[config.mk]
export PLATFORM = sky130hd
export DESIGN_NAME = sbus_frame_channel_decoder_unit
export DESIGN_NICKNAME = d
export VERILOG_FILES = /design/src/hw/rtl/sbfd_pkg.sv /design/src/hw/rtl/sbfd_mul.sv /design/src/hw/rtl/sbus_frame_channel_decoder_unit.sv
export SDC_FILE = /design/constraint.sdc
export NUM_CORES = 1
export LEC_CHECK = 0
export CAP_MARGIN = 20
export CORE_UTILIZATION = 60
export CTS_CLUSTER_SIZE = 20
export DETAILED_ROUTE_END_ITERATION = 16
export DONT_BUFFER_PORTS = 1
export GPL_TIMING_DRIVEN = 0
export PLACE_DENSITY_LB_ADDON = 0.12
export SLEW_MARGIN = 10
export SYNTH_ARGS = -nofsm -noshare
export SYNTH_HDL_FRONTEND = slang
export SYNTH_HIERARCHICAL = 1
export SYNTH_SLANG_ARGS = --single-unit
[constraint.sdc]
create_clock -name clk -period 9 [get_ports clk]
set_input_delay 1.35 -clock clk [delete_from_list [all_inputs] [get_ports clk]]
set_output_delay 1.35 -clock clk [all_outputs]
set_load 0.02 [all_outputs]
[src/hw/rtl/sbfd_pkg.sv]
// Shared types and constants for the serial frame channel decoder.
`timescale 1ns / 1ps

package sbfd_pkg;

  localparam int FRAME_BYTES  = 25;
  localparam int POS_W        = 5;
  localparam int CHAN_BITS    = 11;
  localparam int DATA_BYTES   = 22;
  localparam int STREAM_BITS  = DATA_BYTES * 8;
  localparam int SCALE_BITS   = 32;
  localparam int PROD_BITS    = SCALE_BITS + CHAN_BITS;
  localparam int PCT_SHIFT    = 16;
  localparam int PCT_BITS     = 15;
  localparam int PERCENT_MAX  = 25600;
  localparam int CFG_IDX_W    = 3;

  localparam logic [POS_W-1:0] POS_HEADER    = POS_W'(0);
  localparam logic [POS_W-1:0] POS_DATA_LAST = POS_W'(DATA_BYTES);
  localparam logic [POS_W-1:0] POS_FOOTER    = POS_W'(FRAME_BYTES - 1);

  localparam logic [CFG_IDX_W-1:0] CFG_HEADER = 3'd0;
  localparam logic [CFG_IDX_W-1:0] CFG_FOOTER = 3'd1;
  localparam logic [CFG_IDX_W-1:0] CFG_MIN    = 3'd2;
  localparam logic [CFG_IDX_W-1:0] CFG_MAX    = 3'd3;
  localparam logic [CFG_IDX_W-1:0] CFG_SCALE  = 3'd4;

  typedef enum logic [1:0] {
    ST_IDLE,
    ST_LOAD,
    ST_MUL,
    ST_OUT
  } sbfd_state_t;

endpackage

[src/hw/rtl/sbfd_mul.sv]
// Bit-serial scale multiplier with shift and saturation of the percentage.
`timescale 1ns / 1ps

module sbfd_mul import sbfd_pkg::*; (
  input  logic                  clk,
  input  logic                  rst_n,
  input  logic                  start,
  input  logic [CHAN_BITS-1:0]  diff,
  input  logic [SCALE_BITS-1:0] scale,
  output logic                  done,
  output logic [PCT_BITS-1:0]   pct
);

  localparam int CNT_W = $clog2(CHAN_BITS + 1);

  logic [PROD_BITS-1:0]           acc_r;
  logic [CHAN_BITS-1:0]           mpl_r;
  logic [CNT_W-1:0]               cnt_r;
  logic                           busy_r;
  logic                           done_r;
  logic [PROD_BITS-PCT_SHIFT-1:0] hi;

  always_ff @(posedge clk) begin
    if (!rst_n) begin
      busy_r <= 1'b0;
      done_r <= 1'b0;
      cnt_r  <= '0;
    end else begin
      done_r <= 1'b0;
      if (start) begin
        busy_r <= 1'b1;
        cnt_r  <= CNT_W'(CHAN_BITS);
      end else if (busy_r) begin
        cnt_r <= cnt_r - 1'b1;
        if (cnt_r == CNT_W'(1)) begin
          busy_r <= 1'b0;
          done_r <= 1'b1;
        end
      end
    end
  end

  // MSB first: shift the product left, add the scale when the bit is set
  always_ff @(posedge clk) begin
    if (start) begin
      acc_r <= '0;
      mpl_r <= diff;
    end else if (busy_r) begin
      acc_r <= {acc_r[PROD_BITS-2:0], 1'b0} +
               (mpl_r[CHAN_BITS-1] ? PROD_BITS'(scale) : '0);
      mpl_r <= {mpl_r[CHAN_BITS-2:0], 1'b0};
    end
  end

  assign hi   = acc_r[PROD_BITS-1:PCT_SHIFT];
  assign pct  = (hi > (PROD_BITS-PCT_SHIFT)'(PERCENT_MAX)) ? PCT_BITS'(PERCENT_MAX)
                                                             : hi[PCT_BITS-1:0];
  assign done = done_r;

endmodule

[src/hw/rtl/sbus_frame_channel_decoder_unit.sv]
// Top level of the serial frame channel decoder.
`timescale 1ns / 1ps

// Takes one received byte per item and keeps a 25-byte frame position that
// wraps without resynchronising. Bytes are taken one a cycle while no frame is
// being decoded. When the 25th byte completes a frame whose first byte matches
// the header register and whose last byte matches the footer register, input
// is held off and NUM_CHANNELS channel items are produced in order. Each
// channel passes through a load step that unpacks and clamps the 11-bit value,
// the bit-serial scale multiplier, a step that collects the product, and the
// output, which waits for out_ready. A bad frame produces nothing. The user must
// write configuration only while idle; the block does not enforce this. Unknown
// register indexes are ignored.

module sbus_frame_channel_decoder_unit import sbfd_pkg::*; #(
  parameter int NUM_CHANNELS = 16
) (
  input  logic                  clk,
  input  logic                  rst_n,
  input  logic                  cfg_wr_en,
  input  logic [CFG_IDX_W-1:0]  cfg_index,
  input  logic [SCALE_BITS-1:0] cfg_wr_data,
  input  logic                  in_valid,
  output logic                  in_ready,
  input  logic [7:0]            in_data_byte,
  output logic                  out_valid,
  input  logic                  out_ready,
  output logic [3:0]            out_channel_index,
  output logic [CHAN_BITS-1:0]  out_raw_value,
  output logic [PCT_BITS-1:0]   out_percent_q8,
  output logic                  out_last_channel
);

  sbfd_state_t state_r, state_nxt;

  logic [7:0]             header_r;
  logic [7:0]             footer_r;
  logic [CHAN_BITS-1:0]   min_r;
  logic [CHAN_BITS-1:0]   max_r;
  logic [SCALE_BITS-1:0]  scale_r;

  logic [POS_W-1:0]       pos_r;
  logic [7:0]             hdr_byte_r;
  logic [STREAM_BITS-1:0] stream_r;
  logic [3:0]             chan_r;
  logic [CHAN_BITS-1:0]   raw_r;
  logic [PCT_BITS-1:0]    pct_r;

  logic                   in_acc;
  logic                   frame_ok;
  logic                   is_last;
  logic                   mul_start;
  logic                   mul_done;
  logic [PCT_BITS-1:0]    mul_pct;
  logic [CHAN_BITS-1:0]   raw_in;
  logic [CHAN_BITS-1:0]   clamped;
  logic [CHAN_BITS-1:0]   diff;

  assign in_acc   = in_valid && in_ready;
  assign frame_ok = (pos_r == POS_FOOTER) && (hdr_byte_r == header_r) &&
                    (in_data_byte == footer_r);
  assign is_last  = (chan_r == 4'(NUM_CHANNELS - 1));

  // Clamp below first, then above; inverted limits give a zero difference
  assign raw_in  = stream_r[CHAN_BITS-1:0];
  assign clamped = (raw_in < min_r) ? min_r : ((raw_in > max_r) ? max_r : raw_in);
  assign diff    = (clamped >= min_r) ? (clamped - min_r) : '0;

  always_comb begin
    state_nxt = state_r;
    unique case (state_r)
      ST_IDLE: if (in_acc && frame_ok) state_nxt = ST_LOAD;
      ST_LOAD: state_nxt = ST_MUL;
      ST_MUL:  if (mul_done) state_nxt = ST_OUT;
      ST_OUT:  if (out_ready) state_nxt = is_last ? ST_IDLE : ST_LOAD;
    endcase
  end

  always_comb begin
    in_ready  = 1'b0;
    out_valid = 1'b0;
    mul_start = 1'b0;
    unique case (state_r)
      ST_IDLE: in_ready  = 1'b1;
      ST_LOAD: mul_start = 1'b1;
      ST_MUL:  ;
      ST_OUT:  out_valid = 1'b1;
    endcase
  end

  always_ff @(posedge clk) begin
    if (!rst_n) begin
      state_r  <= ST_IDLE;
      pos_r    <= '0;
      chan_r   <= '0;
      header_r <= 8'd15;
      footer_r <= 8'd0;
      min_r    <= CHAN_BITS'(172);
      max_r    <= CHAN_BITS'(1811);
      scale_r  <= SCALE_BITS'(1023625);
    end else begin
      state_r <= state_nxt;
      if (cfg_wr_en) begin
        case (cfg_index)
          CFG_HEADER: header_r <= cfg_wr_data[7:0];
          CFG_FOOTER: footer_r <= cfg_wr_data[7:0];
          CFG_MIN:    min_r    <= cfg_wr_data[CHAN_BITS-1:0];
          CFG_MAX:    max_r    <= cfg_wr_data[CHAN_BITS-1:0];
          CFG_SCALE:  scale_r  <= cfg_wr_data;
          default:    ;
        endcase
      end
      if (in_acc) begin
        pos_r  <= (pos_r == POS_FOOTER) ? '0 : pos_r + 1'b1;
        chan_r <= '0;
      end else if (state_r == ST_OUT && out_ready) begin
        chan_r <= chan_r + 1'b1;
      end
    end
  end

  // Frame bytes one to twenty-two form the channel bit stream, lsb first
  always_ff @(posedge clk) begin
    if (in_acc && pos_r == POS_HEADER) hdr_byte_r <= in_data_byte;
    if (in_acc && pos_r != POS_HEADER && pos_r <= POS_DATA_LAST) begin
      stream_r <= {in_data_byte, stream_r[STREAM_BITS-1:8]};
    end else if (mul_start) begin
      stream_r <= {{CHAN_BITS{1'b0}}, stream_r[STREAM_BITS-1:CHAN_BITS]};
    end
    if (mul_start) raw_r <= clamped;
    if (state_r == ST_MUL && mul_done) pct_r <= mul_pct;
  end

  sbfd_mul u_mul (
    .clk   (clk),
    .rst_n (rst_n),
    .start (mul_start),
    .diff  (diff),
    .scale (scale_r),
    .done  (mul_done),
    .pct   (mul_pct)
  );

  assign out_channel_index = chan_r;
  assign out_raw_value     = raw_r;
  assign out_percent_q8    = pct_r;
  assign out_last_channel  = is_last;

endmodule

After elaboration in Yosys (flattened, before gate mapping)
Index checks and enable logic that the tools add are counted.
{"block": "classes", "muxes": 23, "bitwise_logic": 2, "order_cmp": 5, "n_div": 0, "n_addsub": 5, "mul": 0, "n_shift": 0, "reduce_logical": 24, "n_eq_ne": 15}
{"cell": "two-way mux 176 bit", "count": 2}
{"cell": "two-way mux 11 bit", "count": 5}
{"cell": "adder 43 bit", "count": 1}
{"cell": "two-way mux 32 bit", "count": 1}
{"cell": "> comparator 27 x 15 -> 1 bit, second input constant", "count": 1}
{"cell": "== test 8 bit", "count": 2}
{"cell": "greater-or-equal comparator 11 bit", "count": 1}
{"cell": "> comparator 11 bit", "count": 1}
{"cell": "< comparator 11 bit", "count": 1}
{"cell": "subtractor 11 bit", "count": 1}
{"cell": "AND reduction 2 bit", "count": 5}
{"cell": "logical AND 1 bit", "count": 9}
{"cell": "two-way mux 1 bit", "count": 8}
{"cell": "two-way mux 4 bit", "count": 2}
{"cell": "one-hot mux 2 bit (4 select lines)", "count": 1}
{"cell": "== test 3 x 2 -> 1 bit, second input constant", "count": 2}
{"cell": "two-way mux 2 bit", "count": 3}
{"cell": "adder 5 x 1 -> 5 bit, second input constant", "count": 1}
{"cell": "== test 5 bit, second input constant", "count": 1}
{"cell": "less-or-equal comparator 5 bit, second input constant", "count": 1}
{"cell": "zero test 5 bit", "count": 1}
{"cell": "two-way mux 5 bit", "count": 1}
{"cell": "nonzero test 5 bit", "count": 1}
{"cell": "adder 4 x 1 -> 4 bit, second input constant", "count": 1}
{"cell": "16 further kinds", "count": 21}
{"block": "totals", "input_bits": 48, "register_bits": 351, "ramBits": 0, "mem_bits_ro": 0, "n_memories": 0, "output_inout_bits": 33, "latchBits": 0, "word_cells": 92}

Logic depth before layout (Yosys ltp)
Gate-level depths: netlist of run 1.
{"block": "depth", "word_depth": 6, "ltp_mapped": 19, "depth_no_buf": 18}

Cells and area by module
Netlist of run 1, hierarchy kept.
{"module": "sbus_frame_channel_decoder_unit", "cells_per_inst": 1320, "seq_area_each_um2": 7927.6, "n_inst": 1, "area_per_inst_um2": 13192.7}
{"module": "sbfd_mul", "cells_per_inst": 584, "seq_area_each_um2": 1311.3, "n_inst": 1, "area_per_inst_um2": 4765.8}

Least setup slack after synthesis of run 1
OpenSTA, ideal clock, no wires.
{"block": "synth_path", "path_kind": "input to register", "from": "input port in_valid", "to": "register stream_r[0], enable pin", "arrival_ps": 5965, "stages": 5, "path_buffers": 2, "setup_time_ps": 568, "required_ps": 8432, "path_slack_ps": 2467, "cell_sequence": "and2_1 clkbuf_1 nand3_1 buf_2 nand2b_1"}
{"block": "synth_via", "elab_chain_cells": 4}
{"item": "start, declared", "line": "sbus_frame_channel_decoder_unit.sv:23", "text": "input logic in_valid,"}
{"item": "logical AND 1 bit", "line": "sbus_frame_channel_decoder_unit.sv:59", "text": "assign in_acc = in_valid && in_ready;"}
{"item": "logical AND 1 bit (2 in series)", "line": "sbus_frame_channel_decoder_unit.sv:125", "text": "if (in_acc && pos_r != POS_HEADER && pos_r <= POS_DATA_LAST) begin"}
{"item": "nonzero test 2 bit (no source line)"}
{"item": "end signal, assigned", "line": "sbus_frame_channel_decoder_unit.sv:126", "text": "stream_r <= {in_data_byte, stream_r[STREAM_BITS-1:8]};"}
{"item": "end signal, assigned", "line": "sbus_frame_channel_decoder_unit.sv:128", "text": "stream_r <= {{CHAN_BITS{1'b0}}, stream_r[STREAM_BITS-1:CHAN_BITS]};"}
{"item": "end, declared", "line": "sbus_frame_channel_decoder_unit.sv:44", "text": "logic [STREAM_BITS-1:0] stream_r;"}
No other way between the ends.
A chain may end at the register's enable or synchronous reset.

Final worst setup path of run 1
{"block": "layout_path", "from": "register stream_r[6]", "to": "register u_mul.mpl_r[10] (data pin)"}
{"block": "layout_via", "elab_chain_cells": 6, "word_cells_on_any_way": 8, "classes_between": "add/sub: 1; order compare: 3; mux: 4"}
{"item": "> comparator 11 bit", "line": "sbus_frame_channel_decoder_unit.sv:66", "text": "assign clamped = (raw_in < min_r) ? min_r : ((raw_in > max_r) ? max_r : raw_in);"}
{"item": "two-way mux 11 bit", "line": "sbus_frame_channel_decoder_unit.sv:66"}
{"item": "two-way mux 11 bit *", "line": "sbus_frame_channel_decoder_unit.sv:66"}
{"item": "subtractor 11 bit / greater-or-equal comparator 11 bit (equally long branches)", "line": "sbus_frame_channel_decoder_unit.sv:67", "text": "assign diff = (clamped >= min_r) ? (clamped - min_r) : '0;"}
{"item": "two-way mux 11 bit *", "line": "sbus_frame_channel_decoder_unit.sv:67"}
{"item": "named net diff[10]", "line": "sbus_frame_channel_decoder_unit.sv:57", "text": "logic [CHAN_BITS-1:0] diff;"}
{"item": "two-way mux 11 bit *", "line": "sbfd_mul.sv:45", "text": "if (start) begin"}
{"item": "end signal, assigned", "line": "sbfd_mul.sv:47", "text": "mpl_r <= diff;"}
{"item": "end signal, assigned", "line": "sbfd_mul.sv:51", "text": "mpl_r <= {mpl_r[CHAN_BITS-2:0], 1'b0};"}
{"item": "end, declared", "line": "sbfd_mul.sv:17", "text": "logic [CHAN_BITS-1:0] mpl_r;"}
Mark *: on every way through the listed nets, which the timed path passes. The rest lies on a longest branch.

==> results of run 1 <==
==> final cells by class <==
| cell class | count | area [um^2] | area share (%) |
|---|---|---|---|
| repair buffers | 3 | 82.6 | 0.417 |
| plain buffers | 91 | 510 | 2.58 |
| inverters | 44 | 165 | 0.834 |
| diodes | 1 | 2.50 | 0.0126 |
| clock inverters | 21 | 231 | 1.17 |
| flip-flops and latches | 351 | 9240 | 46.6 |
| clock buffers | 49 | 1040 | 5.27 |
| well taps | 384 | 480 | 2.43 |
| multi-input cells | 1418 | 8050 | 40.7 |
==> registers in the layout (all words and copies together) (netlist names) <==
name and cells:
u_mul/acc_r 43, min_r 11, u_mul/done 1, u_mul/busy_r 1, footer_r 8, scale_r 32
hdr_byte_r 8, out_channel_index 4, header_r 8, u_mul/cnt_r 4, pos_r 5, u_mul/mpl_r 11
max_r 11, out_raw_value 11, state_r 2, out_percent_q8 15, stream_r 176
==> how the worst min path moves through the flow <==
stage | start | to | slack [ns] | cells after the start
after global routing | scale_r[30] | scale_r[30] | 0.49 | 2
after floorplan | u_mul/acc_r[14] | u_mul/acc_r[14] | 0.43 | 2
after CTS | scale_r[12] | scale_r[12] | 0.46 | 2
after global placement | scale_r[17] | scale_r[17] | 0.44 | 2
final | scale_r[12] | scale_r[12] | 0.46 | 2
after detailed placement | scale_r[12] | scale_r[12] | 0.45 | 2
==> cells by family (layout without fill, tap and decap cells) <==
group           count (synthesis)  after routing  share of synthesized area [%]
flops                         351            351                           51.4
simple gates                  970            970                           23.3
buf+inv                       135            208                           3.76
fa+ha+maj                      75             75                           5.31
xor+xnor                       52             52                           2.54
other cells                     0              1                              0
compound gates                268            268                           10.6
mux                            53             53                           3.06
==> placed cells by master (no fill, tap or decap), types with 9 or more instances in the layout <==
cell and instances:
nand2_1 680, edfxtp_1 221, dfxtp_1 130, ha_1 73, a21oi_1 70, nor2_1 67, and2_1 60, clkbuf_1 56
inv_1 44, nand3_1 42, mux2i_1 41, clkbuf_16 39, a21boi_0 38, o21ai_0 37, xnor2_1 28, xor2_1 24
nand4_1 22, buf_2 21, buf_6 18, a21o_1 16, nor2b_1 16, o21a_1 16, o211ai_1 16, nor3_1 15
a211oi_1 11, mux2_2 11, nor4_1 11, or3_1 10, nand2b_1 9, clkinv_2 9
==> metrics by stage <==
stage | total power, W | instance area [um^2] | utilization (%) | std cells
floorplan | 0.00244 | 18000 | - | 1904
global placement | 0.00259 | 18400 | 63.4 | 2288
detailed placement | 0.00259 | 18500 | 63.6 | 2290
CTS | 0.00417 | 19800 | 68.0 | 2360
global route | 0.00432 | 19800 | 68.1 | 2361
finish | 0.00416 | 19800 | 68.1 | 2362
==> worst min-delay path: cells and delay by family, from the launching register on <==
kind	cells	cell delay (ns)
and+or+nand+nor	2	0.12
DFF	1	0.32
==> power breakdown <==
group          switching (W)  total (W)  internal [W]  leakage, nW
Combinational       0.000377   0.000622      0.000245         4.23
Sequential         0.0000744    0.00194       0.00187         3.09
Clock               0.000651    0.00159      0.000943        0.628
Total                0.00110    0.00416       0.00305         7.95
==> metal layers <==
layer  GRT usage, %  wire (um)
met1           33.4      17600
met2           47.9      20600
met3           6.38       2660
met4           10.9       1510
met5              0         13
==> key figures, run 1 <==
Die
  – Core ar.: 0.0291 mm^2
  – Die X-Extent: 175 um
  – Starting Density: 61.7%
  – I/O Pins: 81
  – Num rows: 62
  – Die area: 0.0306 mm^2
  – Die height: 175 um

Setup path
  – Worst path slowest cell: edfxtp_1
  – Crit Path Class: reg2reg
  – CP Launch Type: flop
  – CP Data Required Time: 9.29 ns
  – Family with the most delay on the worst path: compound AO/OA/AOI/OAI gates
  – CP bufs+invs: 2
  – Worst Setup EP: u_mul/mpl_r[10]
  – Crit-path cells: ha_1, nand4_1, a21oi_1, o2111ai_1, a21oi_1, buf_2, mux2i_1, ha_1, inv_1, fa_1, a211o_1, a21o_2, a2111oi_4, o41a_2, and2_1, nor3_2, mux2_2
  – Critical Path AT: 5.05 ns
  – Reg2reg start: stream_r[6]
  – Worst r2r path cells: 17
  – Crit path largest cell delay: 0.45 ns
  – Flop2flop setup slack: 4.24 ns
  – Worst R2R End: u_mul/mpl_r[10]
  – Crit. End Element: flop
  – Worst path depth: 17
  – CP startpoint: stream_r[6]
  – Crit Path Max Fanout: 10

Synth
  – Synthesis Warnings: 6
  – Ys async rst share: 0%
  – Syn Nets: 2027
  – Mapped Cells: 1904
  – Number of enable flip-flop cells after synthesis: 221
  – Synth unique cells: 84
  – Synth top cells by count: nand2_1, edfxtp_1, dfxtp_1
  – Post-synth top area share: 37.0%
  – Leading area contributor after synthesis: edfxtp_1
  – Mapped Avg Cell Area: 9.43 um^2
  – Seq cells post-synth: 351
  – Top cells by area, synth: edfxtp_1, dfxtp_1, nand2_1, ha_1, mux2i_1
  – Post-Syn Area: 0.0180 mm^2
  – Most frequent cell after synthesis: nand2_1
  – Seq/Total Area, Yosys: 51.4%
  – Top FF cell, synth: edfxtp_1

Clocking
  – Clk_lat worst skew: 0.54 ns
  – CTS tree: yes
  – Post_cts resized: 0
  – Hold_buf cts: 0
  – Post-CTS Setup Bufs: 0
  – Clock transition at path regs: 0.06 ns
  – Clock Tree Buf Depth: 3
  – Clock sink count: 351
  – # H-tree levels: 2
  – Num CTS Buffers: 38
  – CTS Root Cell: clkbuf_16

Detailed routing
  – Post-DRT Antenna Nets: 0
  – 1st-pass router iterations: 10
  – Vias post-DR: 13500
  – Drt first-iter violations: 1021
  – Drt via density: 5.74
  – Total routed wirelength: 42.4 mm
  – Drt wl/cell: 17.9 um
  – Remaining DRCs: 0

STA
  – Slew @ Worst Pin: 0.916 ns
  – Setup-failing EPs final: 0
  – RSZ-0062 raised after global routing: false
  – Slew margin rel.: 39.0%
  – Final period utilization: 52.9%
  – Final number of max-transition violations: 0
  – Final WS setup: 4.24 ns
  – FMAX: 210 MHz
  – Setup TNS Final: 0 ns
  – Tmin final: 4.76 ns
  – Skew final: 0.0122 ns
  – Hold slack: 0.460 ns
  – Fin. Hold Viols: 0

Placement
  – PortBufs: 0
  – HPWL after DPL: 30.8 mm
  – Final GP Congestion: 0.951
  – Pre-CTS setup slack: 4.32 ns

Power
  – Peak VDD IR: 0.181 mV
  – LEAKAGE: 7.95 nW
  – Power Dens Cells: 210 mW/mm^2

Outcome
  – Outcome: completed

Worst hold path
  – HP Class: reg2reg

Flow run
  – Max-cap violations: 0

Global route
  – Vias in the first global route: 13300
  – Pin count of the biggest net entering global routing: 64
  – First-pass GRT wire length: 67.2 mm
  – Total GRT Usage: 27.7%
  – Grt ovf: 0
  – Initial antenna violation count: 2

Layout
  – Area growth syn-to-layout: 10.3%
  – Filler instances: 2294
  – Number of nets in the layout: 2070
  – Layout cells sized above 1: 7.38%
(Power assumes the default switching activity.)
==> inputs of run 2 (changes only) <==
- ABC_AREA: not set -> 1
- clock period: 9 -> 4.51 ns (I/O delays scaled with it)
==> run 2 against run 1 <==
Against the previous run:
- cell count increased by 18%
- critical path depth increased by 2
- die area increased by 3.6%
- register-to-register slack got worse by 3.4 ns
- sequential share of layout area fell by 1.4 points
- area after synthesis increased by 3.6%
- flip-flop and latch count unchanged
- largest cell class unchanged
==> key figures, run 2 <==
Outcome
  – Outcome: completed

Layout
  – Multi-input logic area: 0.00758 mm^2
  – FF/Latch Area: 0.00924 mm^2
  – Inserted Diodes: 0
  – Register with the most flip-flops: stream_r
  – Max FFs per register: 176
  – Number of nets in the layout: 2494
  – Area growth syn-to-layout: 9.72%
  – Layout cells sized above 1: 6.66%
  – Most common cell after layout, fill and taps aside: nand2_1
  – Filler instances: 2543
  – Most frequent cells in the layout: nand2_1, inv_1, nor2_1
  – Post-route cell area: 0.0204 mm^2
  – Final std cells w/o fill: 2797
  – Regs by FF count: stream_r: 176 flops, u_mul/acc_r: 43 flops, scale_r: 32 flops

Die
  – Core ar.: 0.0306 mm^2
  – Starting Density: 60.8%
  – Num rows: 64
  – I/O Pins: 81
  – Die X-Extent: 178 um
  – Die area: 0.0317 mm^2
  – Die height: 178 um

Clocking
  – Post_cts resized: 0
  – Clock Tree Buf Depth: 3
  – Post-CTS Setup Bufs: 0
  – CTS tree: yes
  – Clk_lat worst skew: 0.55 ns
  – Clock transition at path regs: 0.06 ns
  – Num CTS Buffers: 38
  – Clock sink count: 351
  – # H-tree levels: 2
  – CTS Root Cell: clkbuf_16
  – Hold_buf cts: 0

Synth
  – Top cells by area, synth: edfxtp_1, dfxtp_1, nand2_1, inv_1, nor2_1
  – Synth Area in Simple Gates: 23.0%
  – Synth unique cells: 50
  – Synth top cells by count: nand2_1, inv_1, nor2_1
  – Post-synth top area share: 35.7%
  – Syn Nets: 2453
  – Most frequent cell after synthesis: nand2_1
  – Top FF cell, synth: edfxtp_1
  – Post-Syn Area: 0.0186 mm^2
  – Area share of fa/ha/maj cells after synthesis: 5.12%
  – Main combinational cell family by area after synthesis: simple AND/OR/NAND/NOR gates
  – Synth Area in XOR/XNOR: 1.22%
  – Synthesis Warnings: 6
  – Seq cells post-synth: 351
  – Compound-cell area share of the yosys netlist: 11.2%
  – Mapped Cells: 2330
  – Leading area contributor after synthesis: edfxtp_1
  – Post-synthesis mux area share: 0.121%
  – Ys async rst share: 0%
  – Seq/Total Area, Yosys: 49.7%
  – Number of enable flip-flop cells after synthesis: 221
  – Mapped Avg Cell Area: 7.99 um^2

Detailed routing
  – Vias post-DR: 15300
  – Remaining DRCs: 0
  – Drt wl/cell: 16.5 um
  – Drt via density: 5.46
  – Drt first-iter violations: 1235
  – Post-DRT Antenna Nets: 0
  – 1st-pass router iterations: 5
  – Total routed wirelength: 46.2 mm

Setup path
  – Family with the most delay on the worst path: adder cells
  – Most frequent cell on the critical path: nand2_1
  – Crit-path cells: ha_1, a21oi_1, nor2_1, a211oi_2, clkbuf_1, nand4_1, nand2_1, ha_1, inv_1, fa_1, nand2_1, nand2_1, a21oi_1, nor2_1, nor2_1, xor2_1, nor2_1, nand2_1, nand2_1
  – CP bufs+invs: 2
  – CP Launch Type: flop
  – Critical Path AT: 4.01 ns
  – Worst path slowest cell: edfxtp_1
  – CP Data Required Time: 4.80 ns
  – Crit Path Max Fanout: 10
  – Crit path largest cell delay: 0.44 ns
  – Crit. End Element: flop
  – Crit Path Class: reg2reg

Placement
  – Placed inst area: 0.0191 mm^2
  – PortBufs: 0
  – Placed insts: 2727
  – HPWL after DPL: 34.4 mm
  – Final GP Congestion: 0.959

STA
  – Tmin final: 3.72 ns
  – FMAX: 269 MHz
  – Slew margin rel.: 25.8%
  – Skew final: 0.0180 ns
  – Final number of max-transition violations: 0
  – Hold slack: 0.221 ns
  – Fin. Hold Viols: 0
  – Setup TNS Final: 0 ns
  – RSZ-0062 raised after global routing: false
  – Final period utilization: 82.4%
  – Setup-failing EPs final: 0
  – Slew @ Worst Pin: 1.11 ns

Power
  – LEAKAGE: 9.38 nW
  – Sequential power share: 40.3%
  – Power Dens Cells: 680 mW/mm^2
  – Net switching power: 0.00540 W
  – Combinational Power Share: 37.2%
  – Peak VDD IR: 0.464 mV
  – Internal: 0.00848 W
  – Sw Share: 38.9%
  – Clock power frac: 22.5%

Global route
  – Vias in the first global route: 14800
  – Initial antenna violation count: 0
  – First-pass GRT wire length: 74.4 mm
  – Pin count of the biggest net entering global routing: 113
  – Total GRT Usage: 30.1%
  – Grt ovf: 0

Flow run
  – Max-cap violations: 0

Worst hold path
  – HP Class: in2reg
==> run 2: final timing paths <==
check	from	end	slack [ns]	depth (start not counted)
hold reg to reg	u_mul/acc_r[10]	u_mul/acc_r[10]	0.47	2
setup / recovery	stream_r[8]	u_mul/mpl_r[8]	0.79	19
setup reg to reg	stream_r[8]	u_mul/mpl_r[8]	0.79	19
hold / removal	in_data_byte[7]	hdr_byte_r[7]	0.22	0
==> run 2: layout make-up <==
type	instances	share of cell area (%)
Tap cell	396	2.43
Multi-Input combinational cell	1527	37.1
Inverter	372	6.84
Clock inverter	10	0.558
Sequential cell	351	45.3
Clock buffer	60	5.66
Timing Repair Buffer	1	0.135
Buffer	80	2.01
==> run 2: routing by layer <==
metal  share of wire (%)  global-route usage [%]
met5                   0                       0
met4                 4.0                    13.2
met3                 5.7                    4.48
met2                  48                    50.6
met1                  42                    38.4
==> run 2: power groups by stage <==
stage                     registers [W]  logic [W]  clock network [W]
after floorplan                 0.00552    0.00382                  0
after global placement          0.00575    0.00496                  0
after detailed placement        0.00564    0.00513                  0
after CTS                       0.00559    0.00516            0.00318
after global routing            0.00570    0.00585            0.00329
final                           0.00559    0.00517            0.00312
==> run 2: through the flow <==
stage	power (W)	util, %	setup WS [ns]
2_1_floorplan	0.00934	-	0.443
3_3_place_gp	0.0107	62.5	-0.720
3_5_place_dp	0.0108	62.6	0.842
4_1_cts	0.0139	66.7	0.816
5_1_grt	0.0148	66.7	0.481
6_report	0.0139	66.7	0.795
==> run 2: worst reg2reg max path, delay by kind of cell (launching register included) <==
family | cells | cell delay (ns)
and+or+nand+nor | 10 | 0.82
adders and majority gates | 3 | 0.97
AOI/OAI and AO/OA | 3 | 0.57
DFF | 1 | 0.44
buffers and inverters | 2 | 0.50
xor gates and xnor gates | 1 | 0.15
==> run 2: logic make-up (layout without fill, tap and decap cells) <==
logic type | after synthesis | count (layout)
DFF | 351 | 351
AOI/OAI and AO/OA | 394 | 394
and+or+nand+nor | 1030 | 1030
xor gates and xnor gates | 26 | 26
adders and majority gates | 75 | 75
muxes | 2 | 2
buffers and inverters | 452 | 523
